$ cat config.mk
export PLATFORM = sky130hd
export DESIGN_NAME = palette_run_length_encoder_unit
export DESIGN_NICKNAME = d
export VERILOG_FILES = /design/src/design/prle_pkg.sv /design/src/design/prle_palette_ram.sv /design/src/design/prle_out_fifo.sv /design/src/design/prle_ctrl.sv /design/src/design/palette_run_length_encoder_unit.sv
export VERILOG_INCLUDE_DIRS = /design/src /design/src/design
export SDC_FILE = /design/constraint.sdc
export NUM_CORES = 2
export LEC_CHECK = 0
export BUFFER_PORTS_ARGS = -buffer_cell sky130_fd_sc_hd__buf_2
export CORE_MARGIN = 5
export CORE_UTILIZATION = 48
export CTS_BUF_LIST = sky130_fd_sc_hd__clkbuf_16
export DETAILED_ROUTE_END_ITERATION = 6
export PLACE_DENSITY_LB_ADDON = 0.15
export RECOVER_POWER = 25
export SYNTH_ARGS = -nofsm -noshare
export SYNTH_HDL_FRONTEND = slang
export SYNTH_SLANG_ARGS = --single-unit
$ cat constraint.sdc
create_clock -name i_clk -period 6.8 [get_ports i_clk]
set_clock_uncertainty 0.15 [all_clocks]
set_input_delay 1.36 -clock i_clk [delete_from_list [all_inputs] [get_ports i_clk]]
set_output_delay 1.36 -clock i_clk [all_outputs]
set_load 0.01 [all_outputs]
$ cat src/design/palette_run_length_encoder_unit_assert.svh
// Assertion macros for the palette run-length encoder.
// Needs nothing else; included by palette_run_length_encoder_unit.sv, the file that checks its own logic.
`ifndef PALETTE_RUN_LENGTH_ENCODER_UNIT_ASSERT_SVH
`define PALETTE_RUN_LENGTH_ENCODER_UNIT_ASSERT_SVH

// Same-cycle implication, disabled while reset is asserted.
`define PRLE_ASSERT_IMPL(label, clk, rst_n, ante, cons) \
    label: assert property (@(posedge clk) disable iff (!(rst_n)) (ante) |-> (cons)) \
        else $error("prle: same-cycle check failed");

// Next-cycle implication, disabled while reset is asserted.
`define PRLE_ASSERT_NEXT(label, clk, rst_n, ante, cons) \
    label: assert property (@(posedge clk) disable iff (!(rst_n)) (ante) |=> (cons)) \
        else $error("prle: next-cycle check failed");

`endif

$ cat src/design/prle_pkg.sv
// Shared types and constants of the palette run-length encoder.
// No dependencies; imported by every module except the generic RAM.
package prle_pkg;

    localparam int PALETTE_SIZE = 64;
    localparam int RUN_BITS     = 24;
    localparam int COLOR_BITS   = 24;

    // fixed field widths at the ports
    localparam int PIX_W     = 24;
    localparam int IDX_OUT_W = 6;
    localparam int LEN_W     = 24;

    localparam int COLOR_W = (COLOR_BITS < PIX_W) ? COLOR_BITS : PIX_W;
    localparam int IDX_W   = $clog2(PALETTE_SIZE);
    localparam int CNT_W   = $clog2(PALETTE_SIZE + 1);

    localparam logic [RUN_BITS-1:0] RUN_MAX = {RUN_BITS{1'b1}};

    localparam logic FUNC_PALETTE = 1'b0;
    localparam logic FUNC_ENCODE  = 1'b1;

    typedef enum logic [1:0] {
        K_ENTRY   = 2'd0,
        K_RUN     = 2'd1,
        K_PAL_OVF = 2'd2,
        K_RUN_OVF = 2'd3
    } t_kind;

    typedef enum logic [1:0] {
        S_IDLE,
        S_SCAN,
        S_COMMIT,
        S_LAST
    } t_state;

    typedef struct packed {
        t_kind                kind;
        logic [PIX_W-1:0]     color;
        logic [IDX_OUT_W-1:0] index;
        logic [LEN_W-1:0]     run_length;
        logic                 eoo;
    } t_result;

    typedef struct packed {
        logic    push;
        t_result data;
    } t_push;

endpackage

$ cat src/design/prle_palette_ram.sv
// Generic single-write, single-read synchronous RAM with registered read data.
// No dependencies; holds the colour palette.
module prle_palette_ram #(
    parameter int DEPTH = 64,
    parameter int WIDTH = 24,
    parameter int AW    = $clog2(DEPTH)
) (
    input  logic             i_clk,
    input  logic             i_we,
    input  logic [AW-1:0]    i_waddr,
    input  logic [WIDTH-1:0] i_wdata,
    input  logic             i_re,
    input  logic [AW-1:0]    i_raddr,
    output logic [WIDTH-1:0] o_rdata
);

    logic [WIDTH-1:0] r_mem [DEPTH];
    logic [WIDTH-1:0] r_rdata;

    always_ff @(posedge i_clk) begin
        if (i_we) begin
            r_mem[i_waddr] <= i_wdata;
        end
    end

    always_ff @(posedge i_clk) begin
        if (i_re) begin
            r_rdata <= r_mem[i_raddr];
        end
    end

    assign o_rdata = r_rdata;

endmodule

$ cat src/design/prle_out_fifo.sv
// Two-entry result queue between the controller and the output channel.
// Depends on prle_pkg for the result type.
module prle_out_fifo (
    input  logic              i_clk,
    input  logic              i_rst_n,
    input  prle_pkg::t_push   i_push,
    output logic              o_full,
    output logic              o_valid,
    input  logic              i_stall,
    output prle_pkg::t_result o_head
);
    import prle_pkg::*;

    localparam int DEPTH = 2;
    localparam int AW    = $clog2(DEPTH);
    localparam int CW    = $clog2(DEPTH + 1);

    t_result         r_mem [DEPTH];
    logic [AW-1:0]   r_wptr;
    logic [AW-1:0]   r_rptr;
    logic [CW-1:0]   r_cnt;
    logic            wr;
    logic            rd;

    assign o_full  = (r_cnt == CW'(DEPTH));
    assign o_valid = (r_cnt != '0);
    assign wr      = i_push.push && !o_full;
    assign rd      = o_valid && !i_stall;
    assign o_head  = r_mem[r_rptr];

    always_ff @(posedge i_clk) begin
        if (wr) begin
            r_mem[r_wptr] <= i_push.data;
        end
    end

    always_ff @(posedge i_clk) begin
        if (!i_rst_n) begin
            r_wptr <= '0;
            r_rptr <= '0;
            r_cnt  <= '0;
        end else begin
            if (wr) begin
                r_wptr <= AW'(r_wptr + 1'b1);
            end
            if (rd) begin
                r_rptr <= AW'(r_rptr + 1'b1);
            end
            if (wr && !rd) begin
                r_cnt <= CW'(r_cnt + 1'b1);
            end else if (rd && !wr) begin
                r_cnt <= CW'(r_cnt - 1'b1);
            end
        end
    end

endmodule

$ cat src/design/prle_ctrl.sv
// Sequencer: palette scan over the RAM, palette insert, run tracking, result pushes.
// Depends on prle_pkg; drives prle_palette_ram and prle_out_fifo.
module prle_ctrl (
    input  logic                         i_clk,
    input  logic                         i_rst_n,
    input  logic                         i_valid,
    output logic                         o_stall,
    input  logic                         i_func,
    input  logic [prle_pkg::PIX_W-1:0]   i_pixel,
    input  logic                         i_last,
    output logic                         o_ram_we,
    output logic [prle_pkg::IDX_W-1:0]   o_ram_waddr,
    output logic [prle_pkg::COLOR_W-1:0] o_ram_wdata,
    output logic                         o_ram_re,
    output logic [prle_pkg::IDX_W-1:0]   o_ram_raddr,
    input  logic [prle_pkg::COLOR_W-1:0] i_ram_rdata,
    output prle_pkg::t_push              o_push,
    input  logic                         i_fifo_full
);
    import prle_pkg::*;

    t_state                r_state,     n_state;
    logic                  r_func,      n_func;
    logic [COLOR_W-1:0]    r_pix,       n_pix;
    logic                  r_last,      n_last;
    logic [CNT_W-1:0]      r_addr,      n_addr;
    logic [IDX_W-1:0]      r_rd_addr,   n_rd_addr;
    logic                  r_rd_vld,    n_rd_vld;
    logic                  r_found,     n_found;
    logic [IDX_W-1:0]      r_idx,       n_idx;
    logic [CNT_W-1:0]      r_pal_cnt,   n_pal_cnt;
    logic [COLOR_W-1:0]    r_run_color, n_run_color;
    logic [IDX_OUT_W-1:0]  r_run_index, n_run_index;
    logic [RUN_BITS-1:0]   r_run_count, n_run_count;
    logic                  r_run_open,  n_run_open;
    logic                  hit;
    logic                  same_run;

    // compare of the entry read in the previous cycle
    assign hit      = r_rd_vld && (i_ram_rdata == r_pix);
    assign same_run = r_run_open && (r_pix == r_run_color);

    always_ff @(posedge i_clk) begin
        if (!i_rst_n) begin
            r_state     <= S_IDLE;
            r_rd_vld    <= 1'b0;
            r_pal_cnt   <= '0;
            r_run_color <= '0;
            r_run_index <= '0;
            r_run_count <= '0;
            r_run_open  <= 1'b0;
        end else begin
            r_state     <= n_state;
            r_rd_vld    <= n_rd_vld;
            r_pal_cnt   <= n_pal_cnt;
            r_run_color <= n_run_color;
            r_run_index <= n_run_index;
            r_run_count <= n_run_count;
            r_run_open  <= n_run_open;
        end
    end

    always_ff @(posedge i_clk) begin
        r_func    <= n_func;
        r_pix     <= n_pix;
        r_last    <= n_last;
        r_addr    <= n_addr;
        r_rd_addr <= n_rd_addr;
        r_found   <= n_found;
        r_idx     <= n_idx;
    end

    always_comb begin
        n_state     = r_state;
        n_func      = r_func;
        n_pix       = r_pix;
        n_last      = r_last;
        n_addr      = r_addr;
        n_rd_addr   = r_rd_addr;
        n_rd_vld    = 1'b0;
        n_found     = r_found;
        n_idx       = r_idx;
        n_pal_cnt   = r_pal_cnt;
        n_run_color = r_run_color;
        n_run_index = r_run_index;
        n_run_count = r_run_count;
        n_run_open  = r_run_open;

        o_stall     = (r_state != S_IDLE);
        o_ram_we    = 1'b0;
        o_ram_waddr = r_pal_cnt[IDX_W-1:0];
        o_ram_wdata = r_pix;
        o_ram_re    = 1'b0;
        o_ram_raddr = r_addr[IDX_W-1:0];
        o_push      = '0;

        unique case (r_state)
            S_IDLE: begin
                if (i_valid) begin
                    n_func  = i_func;
                    n_pix   = i_pixel[COLOR_W-1:0];
                    n_last  = i_last;
                    n_addr  = '0;
                    n_found = 1'b0;
                    // continuing run needs no palette lookup
                    if (i_func == FUNC_ENCODE && r_run_open &&
                        i_pixel[COLOR_W-1:0] == r_run_color) begin
                        n_state = S_COMMIT;
                    end else begin
                        n_state = S_SCAN;
                    end
                end
            end

            S_SCAN: begin
                if (hit) begin
                    n_found = 1'b1;
                    n_idx   = r_rd_addr;
                    n_state = S_COMMIT;
                end else if (r_addr < r_pal_cnt) begin
                    o_ram_re  = 1'b1;
                    n_rd_addr = r_addr[IDX_W-1:0];
                    n_rd_vld  = 1'b1;
                    n_addr    = CNT_W'(r_addr + 1'b1);
                end else begin
                    n_state = S_COMMIT;
                end
            end

            S_COMMIT: begin
                if (!i_fifo_full) begin
                    n_state = S_IDLE;
                    if (r_func == FUNC_PALETTE) begin
                        if (!r_found) begin
                            o_push.push          = 1'b1;
                            o_push.data.color    = PIX_W'(r_pix);
                            o_push.data.eoo      = r_last;
                            if (r_pal_cnt < CNT_W'(PALETTE_SIZE)) begin
                                o_ram_we          = 1'b1;
                                o_push.data.kind  = K_ENTRY;
                                o_push.data.index = IDX_OUT_W'(r_pal_cnt);
                                n_pal_cnt         = CNT_W'(r_pal_cnt + 1'b1);
                            end else begin
                                o_push.data.kind  = K_PAL_OVF;
                            end
                        end
                    end else begin
                        o_push.data.color = PIX_W'(r_run_color);
                        o_push.data.index = r_run_index;
                        if (same_run) begin
                            if (r_run_count == RUN_MAX) begin
                                // saturated run goes out, a new one starts
                                o_push.push            = 1'b1;
                                o_push.data.kind       = K_RUN_OVF;
                                o_push.data.run_length = LEN_W'(RUN_MAX);
                                n_run_count            = RUN_BITS'(1);
                            end else begin
                                n_run_count = RUN_BITS'(r_run_count + 1'b1);
                            end
                        end else begin
                            o_push.push            = r_run_open;
                            o_push.data.kind       = K_RUN;
                            o_push.data.run_length = LEN_W'(r_run_count);
                            n_run_color            = r_pix;
                            n_run_index            = r_found ? IDX_OUT_W'(r_idx) : '0;
                            n_run_count            = RUN_BITS'(1);
                            n_run_open             = 1'b1;
                        end
                        if (r_last) begin
                            n_state = S_LAST;
                        end
                    end
                end
            end

            S_LAST: begin
                if (!i_fifo_full) begin
                    o_push.push            = 1'b1;
                    o_push.data.kind       = K_RUN;
                    o_push.data.color      = PIX_W'(r_run_color);
                    o_push.data.index      = r_run_index;
                    o_push.data.run_length = LEN_W'(r_run_count);
                    o_push.data.eoo        = 1'b1;
                    n_run_open             = 1'b0;
                    n_run_count            = '0;
                    n_state                = S_IDLE;
                end
            end
        endcase
    end

endmodule

$ cat src/design/palette_run_length_encoder_unit.sv
// Palette run-length encoder top: controller, palette RAM and result queue.
// Each pixel: S_IDLE takes it, S_SCAN reads palette entries until a hit (one RAM read per cycle,
// registered read data), S_COMMIT pushes the result, then S_LAST for the last pixel of an
// encode pass; a pixel that extends the open run skips S_SCAN. A full result queue holds S_COMMIT/S_LAST.
// New pixels are stalled outside S_IDLE. Reset (synchronous, active low) clears palette count, run
// state and queue; palette RAM contents are not cleared, entries at or above the count are unread.
`include "palette_run_length_encoder_unit_assert.svh"

module palette_run_length_encoder_unit (
    input  logic                          i_clk,
    input  logic                          i_rst_n,
    input  logic                          i_valid,
    output logic                          o_stall,
    input  logic                          i_func,
    input  logic [prle_pkg::PIX_W-1:0]    i_pixel,
    input  logic                          i_last,
    output logic                          o_valid,
    input  logic                          i_stall,
    output logic [1:0]                    o_kind,
    output logic [prle_pkg::PIX_W-1:0]    o_color,
    output logic [prle_pkg::IDX_OUT_W-1:0] o_index,
    output logic [prle_pkg::LEN_W-1:0]    o_run_length,
    output logic                          o_end_of_output
);
    import prle_pkg::*;

    logic               ram_we;
    logic [IDX_W-1:0]   ram_waddr;
    logic [COLOR_W-1:0] ram_wdata;
    logic               ram_re;
    logic [IDX_W-1:0]   ram_raddr;
    logic [COLOR_W-1:0] ram_rdata;
    t_push              push;
    logic               fifo_full;
    t_result            head;

    prle_ctrl u_ctrl (
        .i_clk       (i_clk),
        .i_rst_n     (i_rst_n),
        .i_valid     (i_valid),
        .o_stall     (o_stall),
        .i_func      (i_func),
        .i_pixel     (i_pixel),
        .i_last      (i_last),
        .o_ram_we    (ram_we),
        .o_ram_waddr (ram_waddr),
        .o_ram_wdata (ram_wdata),
        .o_ram_re    (ram_re),
        .o_ram_raddr (ram_raddr),
        .i_ram_rdata (ram_rdata),
        .o_push      (push),
        .i_fifo_full (fifo_full)
    );

    prle_palette_ram #(
        .DEPTH (PALETTE_SIZE),
        .WIDTH (COLOR_W)
    ) u_ram (
        .i_clk   (i_clk),
        .i_we    (ram_we),
        .i_waddr (ram_waddr),
        .i_wdata (ram_wdata),
        .i_re    (ram_re),
        .i_raddr (ram_raddr),
        .o_rdata (ram_rdata)
    );

    prle_out_fifo u_fifo (
        .i_clk   (i_clk),
        .i_rst_n (i_rst_n),
        .i_push  (push),
        .o_full  (fifo_full),
        .o_valid (o_valid),
        .i_stall (i_stall),
        .o_head  (head)
    );

    assign o_kind          = head.kind;
    assign o_color         = head.color;
    assign o_index         = head.index;
    assign o_run_length    = head.run_length;
    assign o_end_of_output = head.eoo;

    // a palette insert always goes out as a palette entry result
    `PRLE_ASSERT_IMPL(a_wr_has_entry, i_clk, i_rst_n, ram_we, push.push && push.data.kind == K_ENTRY)
    // results are only pushed into a queue with room
    `PRLE_ASSERT_IMPL(a_push_room, i_clk, i_rst_n, push.push, !fifo_full)
    // RAM is not read and written in the same cycle
    `PRLE_ASSERT_IMPL(a_no_rw_overlap, i_clk, i_rst_n, ram_we, !ram_re)
    // an accepted pixel keeps the block busy in the following cycle
    `PRLE_ASSERT_NEXT(a_busy_after_xfer, i_clk, i_rst_n, i_valid && !o_stall, o_stall)

endmodule

Word-level counts from Yosys, hierarchy flattened
Memories as Yosys holds them, arrays and structs flattened. A register that Yosys moved wholly into a read port is not among the register bits.
Index checks and enable logic that the tools add are counted.
- output and inout port bits: 59
- flip-flop bits (word level): 115
- logic and storage cells: 136
- bits in writable memories: 1650
- memories: 2
- reduce and logical (&&, ||, !) cells: 28
- muxes and demuxes: 58
- bitwise logic cells: 5
- $add $sub $neg: 7
- $lt $le $gt $ge: 2
- equal/unequal tests: 17
- memories (memory ; depth ; width ; read ports ; clocked after Yosys merged registers in ; write ports ; RTL line ; source):
    u_ram.r_mem ; 64 ; 24 ; 1 ; 1 ; 1 ; prle_palette_ram.sv:17 ; logic [WIDTH-1:0] r_mem [DEPTH];
    u_fifo.r_mem ; 2 ; 57 ; 1 ; 1 ; 1 ; prle_out_fifo.sv:18 ; t_result r_mem [DEPTH];
- operators with widths (operator ; number):
    24-bit 2-to-1 mux ; 8
    58-bit 2-to-1 mux ; 2
    58-bit one-hot mux with 2 select lines ; 1
    24-bit == test ; 3
    33-bit 2-to-1 mux ; 2
    24-bit one-hot mux with 2 select lines ; 1
    24-bit by 1-bit adder with 24-bit output, second input constant ; 1
    24-bit == test, second input constant ; 1
    1-bit 2-to-1 mux ; 22
    2-bit 2-to-1 mux ; 11
    7-bit 2-to-1 mux ; 3
    4-bit AND reduction ; 4
    7-bit by 1-bit adder with 7-bit output, second input constant ; 2
    7-bit one-hot mux with 2 select lines ; 1
    6-bit 2-to-1 mux ; 2
    2-bit inequality test, second input constant ; 5
    5-bit AND reduction ; 2
    2-bit nonzero test ; 5
    1-bit logical AND ; 8
    2-bit one-hot mux with 4 select lines ; 1
    7-bit less-than comparator ; 1
    7-bit less-than comparator, second input constant ; 1
    2-bit == test, second input constant ; 3
    3-bit 2-to-1 mux ; 2
    other kinds (12) ; 25

Logic depth before layout (Yosys ltp)
- depth after elaboration: 11
- mapped depth: 11

Cells and area by module
A second synthesis with hierarchy kept.
- cell total of the unflattened synthesis: 3499
- area, all modules: 70438.8 µm²
- by module, submodules not included (module ; area each (µm²) ; instances ; cells an instance):
    prle_palette_ram ; 59734.8 ; 1 ; 2630
    prle_ctrl ; 6348.6 ; 1 ; 667
    prle_out_fifo ; 4355.4 ; 1 ; 202

Worst setup path before layout
OpenSTA, ideal clock, no wires.
- path kind: reg-to-reg
- start point: reg u_ctrl.r_pix[21] (netlist: u_ctrl.o_ram_wdata[21])
- end point: mem u_fifo.r_mem[0][0] in the netlist's numbering (enable)
- buffers on the path: 0
- slack: 1.790 ns
- arrival time: 4.381 ns
- cell stages (with the launch flop): 7
- cells stage by stage: edfxtp_1 xnor2_1 nand4_1 nor3_1 a31oi_1 or2_2 nor2b_1
- word-level cells in the longest chain between the ends: 9
- RTL lines (element ; RTL line ; source):
    from (decl) ; prle_ctrl.sv:24 ; logic [COLOR_W-1:0] r_pix, n_pix;
    from (signal assigned) ; prle_ctrl.sv:65 ; r_pix <= n_pix;
    24-bit == test ; prle_ctrl.sv:41 ; assign same_run = r_run_open && (r_pix == r_run_color);
    1-bit logical AND ; prle_ctrl.sv:41 ;
    3-bit 2-to-1 mux ; prle_ctrl.sv:150 ; if (same_run) begin
    33-bit 2-to-1 mux ; prle_ctrl.sv:133 ; if (r_func == FUNC_PALETTE) begin
    58-bit 2-to-1 mux ; prle_ctrl.sv:131 ; if (!i_fifo_full) begin
    58-bit one-hot mux with 2 select lines ; prle_ctrl.sv:97 ; unique case (r_state)
    1-bit logical AND ; prle_out_fifo.sv:27 ; assign wr = i_push.push && !o_full;
    net u_fifo.wr ; prle_out_fifo.sv:22 ; logic wr;
    1-bit 2-to-1 mux ; prle_out_fifo.sv:32 ; if (wr) begin
    1-bit 2-to-1 mux (not written as such) ; prle_out_fifo.sv:33 ; r_mem[r_wptr] <= i_push.data;
    to (decl) ; prle_out_fifo.sv:18 ;
The timed path passes the listed nets, and every way through them passes these cells.

Worst setup path after layout
- start point: reg u_ctrl.r_pix[3] (netlist: u_ctrl.o_ram_wdata[3])
- end point: reg u_ctrl.r_addr[3] (enable)
- word-level cells in the longest chain between the ends: 4
- RTL lines (element ; RTL line ; source):
    24-bit == test ; prle_ctrl.sv:40 ; assign hit = r_rd_vld && (i_ram_rdata == r_pix);
    1-bit logical AND ; prle_ctrl.sv:40 ;
    2-bit inequality test (no source line) ; n/a ;
    4-bit AND reduction (no source line) ; n/a ;
    to (signal assigned) ; prle_ctrl.sv:67 ; r_addr <= n_addr;
    to (decl) ; prle_ctrl.sv:26 ; logic [CNT_W-1:0] r_addr, n_addr;
Every way passes these cells.
A chain may end at the register's enable or synchronous reset.

==> summary.md <==
| Metric | Value |
|---|---|
| Status | finished, violations left |
| Failing checks | DRC, capacitance limit, slew limit |
| Post-synthesis net count | between 3000 and 4000 |
| Post-synth EDFFs | approximately 1700 |
| Tightest Pin Transition | roughly 3.6 ns |
| First-pass GRT wire length | ~250000 um |
| Placement Cell Area | between 70000 and 80000 um2 |
| Mapped Cells | about 3200 |
| Final Max Tran Viols | roughly 1100 |
| TNS Setup | 0 ns |
| Worst flop-to-flop path startpoint | u_ctrl.o_ram_wdata[3] |
| Post-CTS setup buffer count | 0 |
| Starting Density | between 40% and 50% |
| PostCTS Resize Cnt | 0 |
| Worst slack, placed | between 2 and 2.5 ns |
| Worst skew pair latency | about 0.8 ns |
| Critical Path Fanout Max | 67 |
| Tcrit/Tclk final | just under 70% |
| Vias per std cell | 6.11 |
| Worst Setup End Kind | flop |
| Crit path kind | reg -> reg |
| DR iter-0 viols | 3739 |
| Hold Crit Class | reg -> reg |
| Highest clock rate | approximately 210 MHz |
| Fillers | 10833 |
| Total track usage | around a quarter |
| Share of the yosys chip area belonging to registers | roughly 77% |
| I/O Pins | 89 |
| Total CTS buffers | between 150 and 200 |
| Peak supply drop | 248 uV |
| Initial antenna violation count | 5 |
| Clock Path Buffers | 3 |
| Slew headroom | -143% |
| Post-Syn Area | between 60000 and 70000 um2 |
| Reg-to-reg endpoint | u_ctrl.r_addr[3] |
| H-tree depth reported by CTS | 4 |
| Detailed-placement wirelength estimate | ~100000 um |
| Final net count | approximately 3500 |
| DRC | 1 |
| Die height | 390 um |
| Row cnt | 139 |
| Routed vias | around 34000 |
| Min-delay src | u_ctrl.r_rd_addr[5] |
| Finished Core Util | between 50% and 60% |
| Top_reg_cell synth | edfxtp_1 |
| Final hold slack | around 0.26 ns |
| Critical path arrival | 4.96 ns |
| R2r worst-path depth | 6 |
| Vias in the first global route | 34731 |
| Static leakage | 0.0242 uW |
| Max capacitance violation total | 19 |
| Core area | approximately 140000 um2 |
| Antenna viol nets, final | 0 |
| RSZ-0062 raised after global routing | no |
| CTS tree | yes |
| Synth Warn # | 0 |
| Final Hold Violating Endpoints | 0 |
| RePlAce Congestion | 0.818 |
| Required time of the worst setup path | about 7.1 ns |
| Setup crit start kind | flop |
| P&R area growth vs syn | 13.0% |
| Hold path cells | 0 |
| TritonRoute pass-1 iters | 7 |
| Clk sinks | roughly 1800 |
| Worst Hold Endpoint | u_ctrl.r_idx[5] |
| Final critical-path required period | 4.65 ns |
| Synth async-reset ratio | 0% |
| Final setup vio count | 0 |
| PortBufs | slightly below 90 |
| Die width | slightly below 400 um |
| Root Driver | clkbuf_16 |
| R2r setup slk | between 2 and 2.5 ns |
| Largest net degree at the start of global routing | 101 |
| Die area | ~150000 um2 |
| Hold-fix buffers at CTS | 0 |
| Grt total ovfl | 0 |
| Flops & latches, synth | between 1500 and 2000 |
| Final instance area | between 70000 and 80000 um2 |
| Fraction of layout cells with a size suffix above 1 | between 20 and 30% |
| Fin worst setup slack | 2.15 ns |
| Clk slew on worst S/H paths | about 0.06 ns |
| Distinct cells, synth | 54 |
| PD cells | between 300 and 400 nW/um2 |
| Synthesized area per cell | between 20 and 25 um2 |
| DR WL/cell | 32.1 um |
| Total wire length | roughly 180000 um |
synth_stat cells, types with 2 or more instances:
cell type	n	area share, %
nor2_1	164	0.89
a211oi_1	25	0.27
o21ai_0	14	0.10
xnor2_1	77	0.97
nand3_1	25	0.18
a221o_1	14	0.20
dfxtp_1	70	2.0
a31oi_1	3	0.027
and2_1	40	0.36
a22oi_1	87	0.94
nand2b_1	10	0.090
buf_6	9	0.15
and3_1	6	0.054
ha_1	10	0.18
mux2i_1	41	0.59
a21oi_1	79	0.57
mux2_2	57	0.93
o21a_1	3	0.033
buf_2	41	0.30
xor2_1	27	0.34
buf_1	22	0.12
a221oi_1	2	0.025
inv_1	13	0.071
nor2b_1	12	0.11
mux4_2	420	14
and4_1	5	0.063
o211ai_1	2	0.022
edfxtp_1	1720	75
buf_4	23	0.25
o21ai_1	2	0.014
nand4_1	24	0.22
or3_1	4	0.036
a21o_1	2	0.022
or2_2	3	0.027
nand2_1	39	0.21
nor4_1	5	0.045
a22o_1	42	0.53
clkbuf_1	75	0.41
nor3_1	14	0.10
power by group:
group          switching, uW  internal (uW)  leakage (uW)
clock                   4100           5540       0.00299
sequential               194          12700        0.0160
combinational           3680           2430       0.00521
registers in the layout (all words and copies together) (netlist names), 2 cells and up, named ones only:
name / cells
u_ctrl.r_run_color: 24
u_ctrl.r_idx: 6
u_ctrl.r_state: 2
u_ctrl.r_pal_cnt: 7
u_ctrl.r_run_count: 24
u_fifo.r_cnt: 2
u_ctrl.r_addr: 7
u_ctrl.o_ram_wdata: 24
u_ctrl.r_rd_addr: 6
u_ram.o_rdata: 24
u_ctrl.r_run_index: 6
u_ram.r_mem: 1536
u_fifo.r_mem: 114
critical path: stages (launching register included):
cell	delay, ns
edfxtp_1	0.36
clkbuf_1	2.07
xor2_1	0.16
nor3_1	0.53
nand3_1	0.18
nor2_1	0.50
a21oi_1	0.34
cells in the final DEF (no fill, tap or decap), types with 42 or more instances in the layout:
master / instances
a22oi_1: 87
clkbuf_1: 54
buf_2: 62
mux4_2: 420
inv_1: 55
edfxtp_1: 1720
mux2_2: 57
nor2_2: 62
clkbuf_16: 184
buf_4: 98
nor2_1: 99
dfxtp_1: 69
a21oi_1: 79
a22o_1: 42
xnor2_1: 77
through the flow:
| stage | total power [uW] | instances |
|---|---|---|
| after floorplan | 17100 | 3246 |
| after global placement | 19200 | 5200 |
| after detailed placement | 19300 | 5200 |
| after CTS | 28900 | 5531 |
| after global routing | 29700 | 5531 |
| final | 28700 | 5532 |
cell families (layout without fill, tap and decap cells):
kind of cell    count (synthesis)  after routing  share of synthesized area [%]
flops                        1790           1790                           76.7
mux                           518            518                           15.2
simple gates                  356            356                           2.46
compound gates                282            282                           2.85
buf+inv                       186            568                           1.31
xor+xnor                      104            104                           1.32
fa+ha+maj                      10             10                          0.181
other cells                     0              1                              0
worst max-delay path by stage:
stage / slack [ns] / start / endpoint
floorplan: 1.79 / u_ctrl.o_ram_wdata[21] / u_fifo.r_mem[0][0]
global placement: 2.40 / u_ctrl.r_addr[0] / u_ram.o_rdata[15]
detailed placement: 2.36 / u_ctrl.r_addr[0] / u_ram.o_rdata[15]
CTS: 2.32 / u_ctrl.r_addr[0] / u_ram.o_rdata[15]
global route: 1.66 / u_ctrl.o_ram_wdata[3] / u_ctrl.r_addr[3]
finish: 2.15 / u_ctrl.o_ram_wdata[3] / u_ctrl.r_addr[3]
metal layers:
metal,vias up,global-route usage (%),share of wire (%)
li1,13982,-,-
met1,18226,32.4,40
met2,1364,39.5,51
met3,221,3.60,6.9
met4,0,5.99,2.1
met5,-,0,0
cell type report:
class	instances	area, um2	area share, %
Antenna cell	1	2.50	0.00320
Clock buffer	184	4600	5.89
Clock inverter	147	1170	1.50
Inverter	15	56.3	0.0721
Multi-Input combinational cell	1270	15500	19.8
Sequential cell	1790	53100	67.9
Tap cell	1903	2380	3.05
Timing Repair Buffer	222	1410	1.80
Power figures use the tool's default switching activity.
